## src/gaqs_pkg.sv

```systemverilog
// Shared constants, codes and divider handshake types of the air quality scorer.
`timescale 1ns / 1ps
package gaqs_pkg;

    localparam int MEDIAN_DEPTH_DEF  = 5;
    localparam int CALIB_SAMPLES_DEF = 120;

    // Divider operand widths: numerator up to 102400 * gas plus rounding, divisor up to 3 * B.
    localparam int NUM_W = 42;
    localparam int DEN_W = 26;

    localparam int CFG_IDX_W  = 3;
    localparam int CFG_DATA_W = 24;

    localparam logic [CFG_IDX_W-1:0] CFG_STORED_BASELINE = 3'd0;
    localparam logic [CFG_IDX_W-1:0] CFG_WARMUP_MS       = 3'd1;
    localparam logic [CFG_IDX_W-1:0] CFG_MIN_CALIB_GAS   = 3'd2;
    localparam logic [CFG_IDX_W-1:0] CFG_HUMIDITY_LOW    = 3'd3;
    localparam logic [CFG_IDX_W-1:0] CFG_HUMIDITY_HIGH   = 3'd4;

    localparam logic [2:0] STAT_UNKNOWN     = 3'd0;
    localparam logic [2:0] STAT_CALIBRATING = 3'd1;
    localparam logic [2:0] STAT_GOOD        = 3'd2;
    localparam logic [2:0] STAT_MODERATE    = 3'd3;
    localparam logic [2:0] STAT_POOR        = 3'd4;
    localparam logic [2:0] STAT_VERY_POOR   = 3'd5;

    localparam logic [23:0] BASE_MIN    = 24'd26;
    localparam logic [23:0] BASE_MAX    = 24'd2560000;
    localparam logic [14:0] FULL_SCORE  = 15'd25600;
    localparam logic [13:0] PENALTY_CAP = 14'd5120;
    localparam logic [14:0] LEVEL_GOOD  = 15'd19200;
    localparam logic [14:0] LEVEL_MOD   = 15'd12800;
    localparam logic [14:0] LEVEL_POOR  = 15'd6400;

    localparam logic [19:0] WARMUP_RST  = 20'd120000;
    localparam logic [15:0] MIN_GAS_RST = 16'd26;
    localparam logic [14:0] HUM_LOW_RST = 15'd7680;
    localparam logic [14:0] HUM_HI_RST  = 15'd17920;

    typedef struct packed {
        logic             start;
        logic [NUM_W-1:0] num;
        logic [DEN_W-1:0] den;
    } t_div_req;

    typedef struct packed {
        logic             done;
        logic [NUM_W-1:0] quot;
    } t_div_rsp;

endpackage

```

## src/gaqs_in_if.sv

```systemverilog
// Input sample channel of the air quality scorer.
`timescale 1ns / 1ps
interface gaqs_in_if;
    logic               valid;
    logic               ready;
    logic [23:0]        gas_kohm;
    logic [14:0]        humidity_rh;
    logic signed [15:0] temperature_c;
    logic               values_valid;
    logic [31:0]        now_ms;

    modport source (output valid, gas_kohm, humidity_rh, temperature_c, values_valid, now_ms,
                    input ready);
    modport sink   (input valid, gas_kohm, humidity_rh, temperature_c, values_valid, now_ms,
                    output ready);
endinterface

```

## src/gaqs_out_if.sv

```systemverilog
// Result channel of the air quality scorer.
`timescale 1ns / 1ps
interface gaqs_out_if;
    logic        valid;
    logic        ready;
    logic [2:0]  status;
    logic [14:0] score;
    logic [14:0] raw_score;
    logic [14:0] gas_score;
    logic [23:0] baseline_out;
    logic        calibration_done;

    modport source (output valid, status, score, raw_score, gas_score, baseline_out,
                    calibration_done, input ready);
    modport sink   (input valid, status, score, raw_score, gas_score, baseline_out,
                    calibration_done, output ready);
endinterface

```

## src/gaqs_div.sv

```systemverilog
// Restoring divider, one quotient bit per cycle.
`timescale 1ns / 1ps
module gaqs_div (
    input  logic              i_clk,
    input  logic              i_rst_n,
    input  gaqs_pkg::t_div_req i_req,
    output gaqs_pkg::t_div_rsp o_rsp
);
    localparam int NW = gaqs_pkg::NUM_W;
    localparam int DW = gaqs_pkg::DEN_W;
    localparam int CW = $clog2(NW + 1);

    logic          r_busy;
    logic          r_done;
    logic [CW-1:0] r_cnt;
    logic [NW-1:0] r_num;
    logic [DW-1:0] r_rem;
    logic [DW-1:0] r_den;
    logic [DW:0]   rem_sh;
    logic          fits;

    assign rem_sh = {r_rem, r_num[NW-1]};
    assign fits   = rem_sh >= {1'b0, r_den};

    always_ff @(posedge i_clk) begin
        if (!i_rst_n) begin
            r_busy <= 1'b0;
            r_done <= 1'b0;
            r_cnt  <= '0;
        end else begin
            r_done <= 1'b0;
            if (i_req.start) begin
                r_busy <= 1'b1;
                r_cnt  <= '0;
                r_num  <= i_req.num;
                r_den  <= i_req.den;
                r_rem  <= '0;
            end else if (r_busy) begin
                // shift in one numerator bit, subtract when it fits
                r_rem <= fits ? DW'(rem_sh - {1'b0, r_den}) : rem_sh[DW-1:0];
                r_num <= {r_num[NW-2:0], fits};
                r_cnt <= r_cnt + 1'b1;
                if (r_cnt == CW'(NW - 1)) begin
                    r_busy <= 1'b0;
                    r_done <= 1'b1;
                end
            end
        end
    end

    assign o_rsp.done = r_done;
    assign o_rsp.quot = r_num;
endmodule

```

## src/gas_air_quality_scorer.sv

```systemverilog
// Top level of the gas air quality scorer: sequencer, filters and score arithmetic.
// A fresh scored sample runs the window ranking and the divider; the sample that completes
// calibration runs the divider once more first; invalid, calibrating and repeated ones skip both.
// Throughput: one sample at a time; output register lets the next sample in while a result waits.
// Reset (synchronous, active low) clears filters and loads registers to their defaults;
// writing the stored baseline clears the filters the same way and loads it if in range, else recalibrates.
`timescale 1ns / 1ps
module gas_air_quality_scorer #(
    parameter int MEDIAN_DEPTH  = gaqs_pkg::MEDIAN_DEPTH_DEF,
    parameter int CALIB_SAMPLES = gaqs_pkg::CALIB_SAMPLES_DEF
) (
    input  logic                               i_clk,
    input  logic                               i_rst_n,
    input  logic                               i_cfg_we,
    input  logic [gaqs_pkg::CFG_IDX_W-1:0]     i_cfg_idx,
    input  logic [gaqs_pkg::CFG_DATA_W-1:0]    i_cfg_data,
    gaqs_in_if.sink                            i_item,
    gaqs_out_if.source                         o_result
);
    localparam int NW = gaqs_pkg::NUM_W;
    localparam int DW = gaqs_pkg::DEN_W;
    localparam int FW = $clog2(MEDIAN_DEPTH + 1);   // fill count and rank
    localparam int IW = $clog2(MEDIAN_DEPTH);       // window index
    localparam int KW = $clog2(CALIB_SAMPLES + 1);  // calibration count

    typedef enum logic [3:0] {
        S_IDLE, S_EVAL, S_CALDIV, S_FRESH, S_RANK, S_MED, S_GSETUP, S_GDIV, S_FIN, S_DONE
    } t_state;

    t_state r_state;

    // configuration
    logic [19:0] r_warmup;
    logic [15:0] r_min_gas;
    logic [14:0] r_hum_lo;
    logic [14:0] r_hum_hi;

    // latched sample
    logic [23:0] r_gas;
    logic [14:0] r_hum;
    logic [15:0] r_temp;
    logic        r_valid;
    logic [31:0] r_now;

    // filter and calibration state
    logic [23:0] r_win [MEDIAN_DEPTH];
    logic [FW-1:0] r_fill;
    logic [IW-1:0] r_wpos;
    logic [14:0] r_smooth;
    logic        r_sm_valid;
    logic [14:0] r_last_raw;
    logic [14:0] r_last_gs;
    logic [23:0] r_prev_gas;
    logic [14:0] r_prev_hum;
    logic [15:0] r_prev_temp;
    logic        r_prev_valid;
    logic [23:0] r_base;
    logic        r_base_ready;
    logic        r_calibrating;
    logic [31:0] r_sum;
    logic [KW-1:0] r_cnt;
    logic [31:0] r_start;
    logic        r_start_cap;

    // working registers
    logic [IW-1:0] r_idx;
    logic [23:0] r_mlo;
    logic [23:0] r_mhi;
    logic [23:0] r_filt;
    logic        r_ge;
    logic [2:0]  r_res_status;
    logic [14:0] r_res_score;
    logic [14:0] r_res_raw;
    logic [14:0] r_res_gs;
    logic        r_res_done;

    // output register
    logic        r_ovalid;
    logic [2:0]  r_o_status;
    logic [14:0] r_o_score;
    logic [14:0] r_o_raw;
    logic [14:0] r_o_gs;
    logic [23:0] r_o_base;
    logic        r_o_done;

    gaqs_pkg::t_div_req div_req;
    gaqs_pkg::t_div_rsp div_rsp;

    gaqs_div u_div (
        .i_clk   (i_clk),
        .i_rst_n (i_rst_n),
        .i_req   (div_req),
        .o_rsp   (div_rsp)
    );

    function automatic logic [2:0] level_of(input logic [14:0] s);
        if (s >= gaqs_pkg::LEVEL_GOOD)      return gaqs_pkg::STAT_GOOD;
        else if (s >= gaqs_pkg::LEVEL_MOD)  return gaqs_pkg::STAT_MODERATE;
        else if (s >= gaqs_pkg::LEVEL_POOR) return gaqs_pkg::STAT_POOR;
        else                                return gaqs_pkg::STAT_VERY_POOR;
    endfunction

    // ---- evaluation of a latched sample: warm-up clock and calibration ----
    logic [31:0]   start_eff;
    logic [31:0]   elapsed;
    logic          item_ok;
    logic          cal_take;
    logic [31:0]   n_sum;
    logic [KW-1:0] n_cnt;
    logic          cal_fin;
    logic          fresh;
    logic          cfg_base_ok;

    assign start_eff = (r_calibrating && !r_start_cap) ? r_now : r_start;
    assign elapsed   = r_now - start_eff;
    assign item_ok   = r_valid && (r_gas != 24'd0);
    assign cal_take  = (elapsed >= 32'(r_warmup)) && (r_gas >= 24'(r_min_gas));
    assign n_sum     = r_sum + 32'(r_gas);
    assign n_cnt     = r_cnt + 1'b1;
    assign cal_fin   = n_cnt >= KW'(CALIB_SAMPLES);
    assign fresh     = !r_prev_valid || (r_gas != r_prev_gas) || (r_hum != r_prev_hum)
                       || (r_temp != r_prev_temp);
    assign cfg_base_ok = (i_cfg_data >= gaqs_pkg::BASE_MIN) && (i_cfg_data <= gaqs_pkg::BASE_MAX);

    // ---- stable rank of the window entry under test ----
    logic [FW-1:0] rank;
    logic [FW-1:0] hi_rank;
    logic [23:0]   cand;

    assign cand    = r_win[r_idx];
    assign hi_rank = r_fill >> 1;

    always_comb begin
        rank = '0;
        for (int j = 0; j < MEDIAN_DEPTH; j++) begin
            if ((FW'(j) < r_fill) &&
                ((r_win[j] < cand) || ((r_win[j] == cand) && (IW'(j) < r_idx)))) begin
                rank = rank + 1'b1;
            end
        end
    end

    // ---- gas score operands from the filtered gas and the baseline ----
    logic [NW-1:0] g42;
    logic [NW-1:0] b42;
    logic [NW-1:0] sc_num;
    logic [DW-1:0] sc_den;

    assign g42 = NW'(r_filt);
    assign b42 = NW'(r_base);

    always_comb begin
        if (g42 >= b42) begin
            sc_num = NW'(25600) * (g42 - b42);
            sc_den = DW'(r_base);
        end else if (NW'(10) * g42 >= NW'(9) * b42) begin
            sc_num = NW'(38400) * g42 - NW'(17920) * b42;
            sc_den = DW'(r_base);
        end else if (NW'(4) * g42 >= NW'(3) * b42) begin
            sc_num = NW'(102400) * g42 - NW'(42240) * b42;
            sc_den = DW'(NW'(3) * b42);
        end else if (NW'(2) * g42 >= b42) begin
            sc_num = NW'(25600) * g42 - NW'(7680) * b42;
            sc_den = DW'(r_base);
        end else begin
            sc_num = NW'(10240) * g42;
            sc_den = DW'(r_base);
        end
    end

    always_comb begin
        div_req = '0;
        if (r_state == S_EVAL) begin
            div_req.start = item_ok && r_calibrating && cal_take && cal_fin;
            div_req.num   = NW'(n_sum) + NW'(n_cnt >> 1);
            div_req.den   = DW'(n_cnt);
        end else if (r_state == S_GSETUP) begin
            div_req.start = 1'b1;
            div_req.num   = sc_num + NW'(sc_den >> 1);
            div_req.den   = sc_den;
        end
    end

    // ---- final score: clamp, humidity penalty, smoothing ----
    logic [NW-1:0] sc_full;
    logic [14:0]   n_gs;
    logic [15:0]   hum_dist;
    logic [13:0]   pen_raw;
    logic [13:0]   pen;
    logic [14:0]   n_raw;
    logic [17:0]   ema_sum;
    logic [14:0]   n_smooth;

    assign sc_full = r_ge ? div_rsp.quot + NW'(20480) : div_rsp.quot;
    assign n_gs    = (sc_full > NW'(gaqs_pkg::FULL_SCORE)) ? gaqs_pkg::FULL_SCORE
                                                             : sc_full[14:0];

    always_comb begin
        // the low bound wins when the band is crossed
        if (r_hum < r_hum_lo)      hum_dist = 16'(r_hum_lo - r_hum) + 16'd2;
        else if (r_hum > r_hum_hi) hum_dist = 16'(r_hum - r_hum_hi) + 16'd2;
        else                       hum_dist = 16'd0;
    end

    assign pen_raw  = hum_dist[15:2];
    assign pen      = (pen_raw > gaqs_pkg::PENALTY_CAP) ? gaqs_pkg::PENALTY_CAP : pen_raw;
    assign n_raw    = (n_gs > 15'(pen)) ? n_gs - 15'(pen) : 15'd0;
    assign ema_sum  = (18'(r_smooth) << 1) + 18'(r_smooth) + 18'(n_raw) + 18'd2;
    assign n_smooth = r_sm_valid ? ema_sum[16:2] : n_raw;

    // ---- sequencer ----
    always_ff @(posedge i_clk) begin
        if (!i_rst_n) begin
            r_state       <= S_IDLE;
            r_warmup      <= gaqs_pkg::WARMUP_RST;
            r_min_gas     <= gaqs_pkg::MIN_GAS_RST;
            r_hum_lo      <= gaqs_pkg::HUM_LOW_RST;
            r_hum_hi      <= gaqs_pkg::HUM_HI_RST;
            for (int k = 0; k < MEDIAN_DEPTH; k++) r_win[k] <= '0;
            r_fill        <= '0;
            r_wpos        <= '0;
            r_smooth      <= '0;
            r_sm_valid    <= 1'b0;
            r_last_raw    <= '0;
            r_last_gs     <= '0;
            r_prev_gas    <= '0;
            r_prev_hum    <= '0;
            r_prev_temp   <= '0;
            r_prev_valid  <= 1'b0;
            r_base        <= '0;
            r_base_ready  <= 1'b0;
            r_calibrating <= 1'b1;
            r_sum         <= '0;
            r_cnt         <= '0;
            r_start       <= '0;
            r_start_cap   <= 1'b0;
            r_ovalid      <= 1'b0;
        end else begin
            case (r_state)
                S_IDLE: begin
                    if (i_item.valid) begin
                        r_gas   <= i_item.gas_kohm;
                        r_hum   <= i_item.humidity_rh;
                        r_temp  <= i_item.temperature_c;
                        r_valid <= i_item.values_valid;
                        r_now   <= i_item.now_ms;
                        r_state <= S_EVAL;
                    end
                end
                S_EVAL: begin
                    // warm-up clock starts on the first sample, valid or not
                    if (r_calibrating && !r_start_cap) begin
                        r_start     <= r_now;
                        r_start_cap <= 1'b1;
                    end
                    r_res_score  <= '0;
                    r_res_raw    <= '0;
                    r_res_gs     <= '0;
                    r_res_done   <= 1'b0;
                    if (!item_ok) begin
                        r_res_status <= gaqs_pkg::STAT_UNKNOWN;
                        r_state      <= S_DONE;
                    end else if (r_calibrating) begin
                        if (cal_take) begin
                            r_sum <= n_sum;
                            r_cnt <= n_cnt;
                        end
                        if (cal_take && cal_fin) begin
                            r_res_status <= gaqs_pkg::STAT_UNKNOWN;
                            r_state      <= S_CALDIV;
                        end else begin
                            r_res_status <= gaqs_pkg::STAT_CALIBRATING;
                            r_state      <= S_DONE;
                        end
                    end else begin
                        r_res_status <= gaqs_pkg::STAT_UNKNOWN;
                        r_state      <= S_FRESH;
                    end
                end
                S_CALDIV: begin
                    if (div_rsp.done) begin
                        r_base        <= div_rsp.quot[23:0];
                        r_base_ready  <= 1'b1;
                        r_calibrating <= 1'b0;
                        r_res_done    <= 1'b1;
                        r_state       <= S_FRESH;
                    end
                end
                S_FRESH: begin
                    if (!r_base_ready || (r_base == 24'd0)) begin
                        r_res_status <= gaqs_pkg::STAT_CALIBRATING;
                        r_state      <= S_DONE;
                    end else if (fresh) begin
                        r_prev_gas   <= r_gas;
                        r_prev_hum   <= r_hum;
                        r_prev_temp  <= r_temp;
                        r_prev_valid <= 1'b1;
                        r_win[r_wpos] <= r_gas;
                        r_wpos <= (r_wpos == IW'(MEDIAN_DEPTH - 1)) ? '0 : r_wpos + 1'b1;
                        if (r_fill < FW'(MEDIAN_DEPTH)) r_fill <= r_fill + 1'b1;
                        r_idx   <= '0;
                        r_state <= S_RANK;
                    end else begin
                        // repeated sample: report the last scores again
                        r_res_score  <= r_smooth;
                        r_res_raw    <= r_last_raw;
                        r_res_gs     <= r_last_gs;
                        r_res_status <= level_of(r_smooth);
                        r_state      <= S_DONE;
                    end
                end
                S_RANK: begin
                    if (rank == hi_rank)        r_mhi <= cand;
                    if (rank == hi_rank - 1'b1) r_mlo <= cand;
                    r_idx <= r_idx + 1'b1;
                    if (FW'(r_idx) == r_fill - 1'b1) r_state <= S_MED;
                end
                S_MED: begin
                    r_filt  <= r_fill[0] ? r_mhi : 24'((25'(r_mlo) + 25'(r_mhi)) >> 1);
                    r_state <= S_GSETUP;
                end
                S_GSETUP: begin
                    r_ge    <= g42 >= b42;
                    r_state <= S_GDIV;
                end
                S_GDIV: begin
                    if (div_rsp.done) r_state <= S_FIN;
                end
                S_FIN: begin
                    r_last_gs    <= n_gs;
                    r_last_raw   <= n_raw;
                    r_smooth     <= n_smooth;
                    r_sm_valid   <= 1'b1;
                    r_res_gs     <= n_gs;
                    r_res_raw    <= n_raw;
                    r_res_score  <= n_smooth;
                    r_res_status <= level_of(n_smooth);
                    r_state      <= S_DONE;
                end
                S_DONE: begin
                    // hold until the output register is free
                    if (!r_ovalid || o_result.ready) begin
                        r_o_status <= r_res_status;
                        r_o_score  <= r_res_score;
                        r_o_raw    <= r_res_raw;
                        r_o_gs     <= r_res_gs;
                        r_o_base   <= r_base;
                        r_o_done   <= r_res_done;
                        r_state    <= S_IDLE;
                    end
                end
                default: r_state <= S_IDLE;
            endcase

            // load the output register from the done state, drop it once transferred
            if ((r_state == S_DONE) && (!r_ovalid || o_result.ready)) begin
                r_ovalid <= 1'b1;
            end else if (o_result.ready) begin
                r_ovalid <= 1'b0;
            end

            // configuration writes must arrive only while idle; the block itself does not enforce it
            if (i_cfg_we) begin
                case (i_cfg_idx)
                    gaqs_pkg::CFG_STORED_BASELINE: begin
                        for (int k = 0; k < MEDIAN_DEPTH; k++) r_win[k] <= '0;
                        r_fill        <= '0;
                        r_wpos        <= '0;
                        r_smooth      <= '0;
                        r_sm_valid    <= 1'b0;
                        r_last_raw    <= '0;
                        r_last_gs     <= '0;
                        r_prev_gas    <= '0;
                        r_prev_hum    <= '0;
                        r_prev_temp   <= '0;
                        r_prev_valid  <= 1'b0;
                        r_sum         <= '0;
                        r_cnt         <= '0;
                        r_start       <= '0;
                        r_start_cap   <= 1'b0;
                        r_base        <= cfg_base_ok ? i_cfg_data : 24'd0;
                        r_base_ready  <= cfg_base_ok;
                        r_calibrating <= !cfg_base_ok;
                    end
                    gaqs_pkg::CFG_WARMUP_MS:     r_warmup  <= i_cfg_data[19:0];
                    gaqs_pkg::CFG_MIN_CALIB_GAS: r_min_gas <= i_cfg_data[15:0];
                    gaqs_pkg::CFG_HUMIDITY_LOW:  r_hum_lo  <= i_cfg_data[14:0];
                    gaqs_pkg::CFG_HUMIDITY_HIGH: r_hum_hi  <= i_cfg_data[14:0];
                    default: ;
                endcase
            end
        end
    end

    assign i_item.ready = (r_state == S_IDLE);

    assign o_result.valid            = r_ovalid;
    assign o_result.status           = r_o_status;
    assign o_result.score            = r_o_score;
    assign o_result.raw_score        = r_o_raw;
    assign o_result.gas_score        = r_o_gs;
    assign o_result.baseline_out     = r_o_base;
    assign o_result.calibration_done = r_o_done;

`ifndef SYNTH
    a_calib_excl: assert property (@(posedge i_clk) disable iff (!i_rst_n)
        r_calibrating |-> !r_base_ready)
        else $error("calibrating with a ready baseline");

    a_fill_bound: assert property (@(posedge i_clk) disable iff (!i_rst_n)
        r_fill <= FW'(MEDIAN_DEPTH))
        else $error("median fill beyond window depth");

    a_busy_after_take: assert property (@(posedge i_clk) disable iff (!i_rst_n)
        (i_item.valid && i_item.ready) |=> !i_item.ready)
        else $error("ready right after a transfer");

    a_calib_no_score: assert property (@(posedge i_clk) disable iff (!i_rst_n)
        (r_ovalid && r_o_status == gaqs_pkg::STAT_CALIBRATING) |->
            (r_o_gs == 15'd0 && r_o_score == 15'd0))
        else $error("score reported while calibrating");

    a_done_has_base: assert property (@(posedge i_clk) disable iff (!i_rst_n)
        (r_ovalid && r_o_done) |-> (r_o_base != 24'd0))
        else $error("calibration finished with zero baseline");
`endif
endmodule
```

## src/flat_wrapper.sv

```systemverilog
// flat-port wrapper written by rule: the top's interface ports become plain ports
module gas_air_quality_scorer_flat 
#(
    parameter int MEDIAN_DEPTH  = gaqs_pkg::MEDIAN_DEPTH_DEF,
    parameter int CALIB_SAMPLES = gaqs_pkg::CALIB_SAMPLES_DEF
)
  (i_clk, i_rst_n, i_cfg_we, i_cfg_idx, i_cfg_data, i_item_valid, i_item_gas_kohm, i_item_humidity_rh, i_item_temperature_c, i_item_values_valid, i_item_now_ms, i_item_ready, o_result_valid, o_result_status, o_result_score, o_result_raw_score, o_result_gas_score, o_result_baseline_out, o_result_calibration_done, o_result_ready);
  gaqs_in_if i_item_i ();
  gaqs_out_if o_result_i ();
  input  logic i_clk;
  input  logic i_rst_n;
  input  logic i_cfg_we;
  input  logic [gaqs_pkg::CFG_IDX_W-1:0] i_cfg_idx;
  input  logic [gaqs_pkg::CFG_DATA_W-1:0] i_cfg_data;
  input wire logic [$bits(i_item_i.valid)-1:0] i_item_valid;
  input wire logic [$bits(i_item_i.gas_kohm)-1:0] i_item_gas_kohm;
  input wire logic [$bits(i_item_i.humidity_rh)-1:0] i_item_humidity_rh;
  input wire logic [$bits(i_item_i.temperature_c)-1:0] i_item_temperature_c;
  input wire logic [$bits(i_item_i.values_valid)-1:0] i_item_values_valid;
  input wire logic [$bits(i_item_i.now_ms)-1:0] i_item_now_ms;
  output wire logic [$bits(i_item_i.ready)-1:0] i_item_ready;
  output wire logic [$bits(o_result_i.valid)-1:0] o_result_valid;
  output wire logic [$bits(o_result_i.status)-1:0] o_result_status;
  output wire logic [$bits(o_result_i.score)-1:0] o_result_score;
  output wire logic [$bits(o_result_i.raw_score)-1:0] o_result_raw_score;
  output wire logic [$bits(o_result_i.gas_score)-1:0] o_result_gas_score;
  output wire logic [$bits(o_result_i.baseline_out)-1:0] o_result_baseline_out;
  output wire logic [$bits(o_result_i.calibration_done)-1:0] o_result_calibration_done;
  input wire logic [$bits(o_result_i.ready)-1:0] o_result_ready;
  assign i_item_i.valid = i_item_valid;
  assign i_item_i.gas_kohm = i_item_gas_kohm;
  assign i_item_i.humidity_rh = i_item_humidity_rh;
  assign i_item_i.temperature_c = i_item_temperature_c;
  assign i_item_i.values_valid = i_item_values_valid;
  assign i_item_i.now_ms = i_item_now_ms;
  assign i_item_ready = i_item_i.ready;
  assign o_result_valid = o_result_i.valid;
  assign o_result_status = o_result_i.status;
  assign o_result_score = o_result_i.score;
  assign o_result_raw_score = o_result_i.raw_score;
  assign o_result_gas_score = o_result_i.gas_score;
  assign o_result_baseline_out = o_result_i.baseline_out;
  assign o_result_calibration_done = o_result_i.calibration_done;
  assign o_result_i.ready = o_result_ready;
  gas_air_quality_scorer #(.MEDIAN_DEPTH(MEDIAN_DEPTH), .CALIB_SAMPLES(CALIB_SAMPLES)) u_core (.i_clk(i_clk), .i_rst_n(i_rst_n), .i_cfg_we(i_cfg_we), .i_cfg_idx(i_cfg_idx), .i_cfg_data(i_cfg_data), .i_item(i_item_i), .o_result(o_result_i));
endmodule
```

## config.mk

```make
export PLATFORM = sky130hd
export DESIGN_NAME = gas_air_quality_scorer_flat
export DESIGN_NICKNAME = d
export VERILOG_FILES = /design/src/gaqs_pkg.sv /design/src/gaqs_in_if.sv /design/src/gaqs_out_if.sv /design/src/gaqs_div.sv /design/src/gas_air_quality_scorer.sv /design/src/flat_wrapper.sv
export SDC_FILE = /design/constraint.sdc
export NUM_CORES = 2
export LEC_CHECK = 0
export BUFFER_PORTS_ARGS = -buffer_cell sky130_fd_sc_hd__buf_2
export CELL_PAD_IN_SITES_DETAIL_PLACEMENT = 0
export CELL_PAD_IN_SITES_GLOBAL_PLACEMENT = 1
export CORE_MARGIN = 8
export CORE_UTILIZATION = 55
export CTS_CLUSTER_SIZE = 16
export DETAILED_ROUTE_END_ITERATION = 10
export PLACE_DENSITY_LB_ADDON = 0.1
export SYNTH_ARGS = -nofsm -noshare
export SYNTH_HDL_FRONTEND = slang
export SYNTH_SLANG_ARGS = --single-unit
export TNS_END_PERCENT = 20
```

## constraint.sdc

```tcl
create_clock -name i_clk -period 17.7 [get_ports i_clk]
set_input_delay 3.54 -clock i_clk [delete_from_list [all_inputs] [get_ports i_clk]]
set_output_delay 3.54 -clock i_clk [all_outputs]
set_load 0.01 [all_outputs]
```

==> metrics.cfg <==
[worst_setup_path]
r2r_slack_ps=6900
required_ps=18170
max_stage_delay_ps=680
worstReg2RegEnd=u_core.r_res_status[2]$_DFFE_PP_
cp-start-kind=register
end_kind=register
crit_path_max_fanout=15
reg2regPathDepth=41
worstPathArrival_ps=11270
crit_type=register to register
critPathMostFrequentCell=ha_1
critical_path.slowest_cell=a2111oi_0
regToRegStartpoint=u_core.r_hum[2]$_DFFE_PP_

[global_routing]
grt_pass1_vias=61400
grt_use_total_pct=31.33
overflow=0
antenna_found_initial=8
grt_max_degree=83
grt_pass1_wl_um=371700

[sta]
rsz0062_at_grt=no
final_hold_viol_count=0
fmax_mhz=92.56
fin_crit_ps=10800
post-route-period-util_pct=61.04
tns_ps=0
layout_setup_ws_ps=6896
slew_violations=0
setup_violations=0
worst_pin_slew_ps=1242
skew_ps=81.03
relSlewSlack_pct=16.99

[detailed_routing]
avgViaCountPerCell=6.030
ant_nets=0
dr.pass1.iters=6
vias=63310
post_drt_wl_per_cell_um=23.35
drt_iter0_markers=4904
post-route-drc-count=0
drt-total-wl_um=245200

[floorplan]
core_area_sq_um=139500
die_h_um=391.0
num_rows=137
initial_utilization_pct=55.42
dieWidth_um=391.0
dieArea_sq_um=152900
io_pins=195

[power_and_ir_drop]
swShare_pct=33.73
power.leakage_nw=37.27
clockPowerShare_pct=33.5
p_switching_w=0.002193
power_frac_seq_pct=37.5
vdd_drop_max_uv=132.6
p_per_area_nw_per_um2=77.14
p_int_w=0.004309
p_comb_share_pct=29.0
finalPower_w=0.006502

[logic_synthesis]
async_reset_ff_share_pct=0
yosysSeqAreaShare_pct=29.67
ys_seq_elements=860
synth_nets=9778
synth_cells=8355
synth.avg_cell_area_sq_um=9.255
ys.flop_type=edfxtp_1
yosysUniqueCellTypes=125
synth_warnings=0
synth_top_area_share_pct=22.21
synth_top_cell_by_area=edfxtp_1
synth_area_leaders=edfxtp_1, ha_1, dfxtp_1
synth-edff-count=572
syn-cell-area_sq_um=77330

[cts]
cts.sink_count=860
cts_resized=0
cts_setup_buffers=0
hold_buffers=0
cts_buffer_depth=3
h-tree-depth=3
clk_pin_slew_worst_paths_ps=60
numCtsBuffers=95
root_buffer=clkbuf_16
cts_tree=yes
clk_latency_ps=760

[min_path]
min_to=u_core.o_result.raw_score[12]$_DFFE_PP_
hold_class=register to register
whs_path_depth=0
min_from=u_core.r_res_raw[12]$_DFFE_PP_

[finish]
fin_area_sq_um=84290
fin_util_pct=60.41
nets=9961
fillers=12310
area_delta_synth_final_pct=9.003
final_layout_size_suffix_gt1_share_pct=8.015

[place]
pre_cts_slack_ps=7012
io_buffer_count=194
place_hpwl_um=191200
place_congestion=0.9661
dpl_cell_area_sq_um=80800

[status]
status=completed

[flow_run]
cap_violations=0

==> synthesized netlist by cell type, types with 61 or more instances <==
cell type	number
mux2i_1	201
nand4_1	91
o21ai_0	374
nand2b_1	105
nor2_1	597
and2_1	174
nor2b_1	103
clkbuf_1	165
or3_1	61
and3_1	71
xnor2_1	328
edfxtp_1	572
o21a_1	96
o211ai_1	67
dfxtp_1	288
nand3_1	183
fa_1	221
nor3_1	163
xor2_1	181
a21o_1	221
inv_1	868
ha_1	1082
a21oi_1	571
a211oi_1	114
nand2_1	621
==> power groups by stage <==
stage / Combinational, W / Sequential, W / Clock [W]
after CTS: 0.00188 / 0.00244 / 0.00221
final: 0.00188 / 0.00244 / 0.00218
after floorplan: 0.00138 / 0.00244 / 0
after detailed placement: 0.00187 / 0.00248 / 0
after global placement: 0.00186 / 0.00248 / 0
after global routing: 0.00211 / 0.00246 / 0.00228
==> how the worst max path moves through the flow <==
stage,from,end,slack (ps),cells past startpoint
detailed placement,u_core.r_hum[1]$_DFFE_PP_,u_core.r_res_status[2]$_DFFE_PP_,7010,43
CTS,u_core.r_hum[1]$_DFFE_PP_,u_core.r_res_status[1]$_DFFE_PP_,6970,43
finish,u_core.r_hum[2]$_DFFE_PP_,u_core.r_res_status[2]$_DFFE_PP_,6900,41
global placement,u_core.r_hum[1]$_DFFE_PP_,u_core.r_res_status[2]$_DFFE_PP_,7140,43
global route,u_core.r_hum[2]$_DFFE_PP_,u_core.r_res_status[1]$_DFFE_PP_,5890,41
floorplan,i_rst_n,u_core.o_result.baseline_out[0]$_DFFE_PP_,8040,4
==> cell usage in the layout, fill, tap and decap left out, types with 70 or more instances in the layout <==
cell and n:
a211oi_1 112, a21o_1 221, a21oi_1 570, and2_1 174, and3_1 70, buf_2 194, buf_4 118, clkbuf_16 96
dfxtp_1 286, edfxtp_1 572, fa_1 221, ha_1 1082, inv_1 867, mux2i_1 201, nand2_1 619, nand2b_1 104
nand3_1 183, nand4_1 91, nor2_1 591, nor2b_1 103, nor3_1 151, o21a_1 96, o21ai_0 373, xnor2_1 328
xor2_1 181
==> logic make-up after synthesis <==
group / count (synthesis) / share of synthesized area [%]
other: 1 / 0.004850
flip-flops: 860 / 29.67
AND/OR/NAND/NOR: 2351 / 14.92
XOR/XNOR: 512 / 5.844
multiplexers: 275 / 4.437
AO/OA/AOI/OAI: 1955 / 16.49
buffers and inverters: 1097 / 5.398
adder cells (fa/ha/maj): 1304 / 23.24
==> through the flow <==
step / hold slack, ps / instances
finish: 384.2 / 10500
CTS: 368.5 / 10500
floorplan: 400.3 / 8355
global route: 391.7 / 10500
global placement: 405.3 / 10320
detailed placement: 404.5 / 10320
==> state kept, by name (all words and copies together) (netlist names), 20 cells and up, named ones only <==
| name | flops |
|---|---|
| u_core.o_result.baseline_out | 24 |
| u_core.r_base | 24 |
| u_core.r_filt | 24 |
| u_core.r_gas | 24 |
| u_core.r_mhi | 24 |
| u_core.r_mlo | 24 |
| u_core.r_now | 32 |
| u_core.r_prev_gas | 24 |
| u_core.r_start | 32 |
| u_core.r_sum | 32 |
| u_core.r_warmup | 20 |
| u_core.r_win | 192 |
| u_core.u_div.r_den | 26 |
| u_core.u_div.r_num | 42 |
| u_core.u_div.r_rem | 26 |
==> critical path, delay by kind of cell, from the launching register on <==
kind            cells  cell delay (ps)
compound gates     22             6040
xor+xnor            2              340
fa+ha+maj           6             1960
buf+inv             3              230
flops               1              490
mux                 1              180
simple gates        7             1300
==> metal layers <==
metal	vias up	share of wire (%)	global-route usage, %
met1	30430	43	41.91
li1	30330	-	-
met3	461	6.0	3.817
met2	2096	46	51.31
met4	0	5.0	13.34
met5	-	0	0
==> layout make-up <==
type | instances | area [sq um] | area share [%]
multi-input cells | 6398 | 50380 | 59.77
flip-flops and latches | 860 | 22950 | 27.22
inverters | 871 | 3269 | 3.879
clock buffers | 116 | 2557 | 3.034
well taps | 1876 | 2347 | 2.785
repair buffers | 312 | 1857 | 2.203
clock inverters | 64 | 919.6 | 1.091
diodes | 3 | 7.507 | 0.008907
No activity file was read; power rests on OpenSTA's default activity.
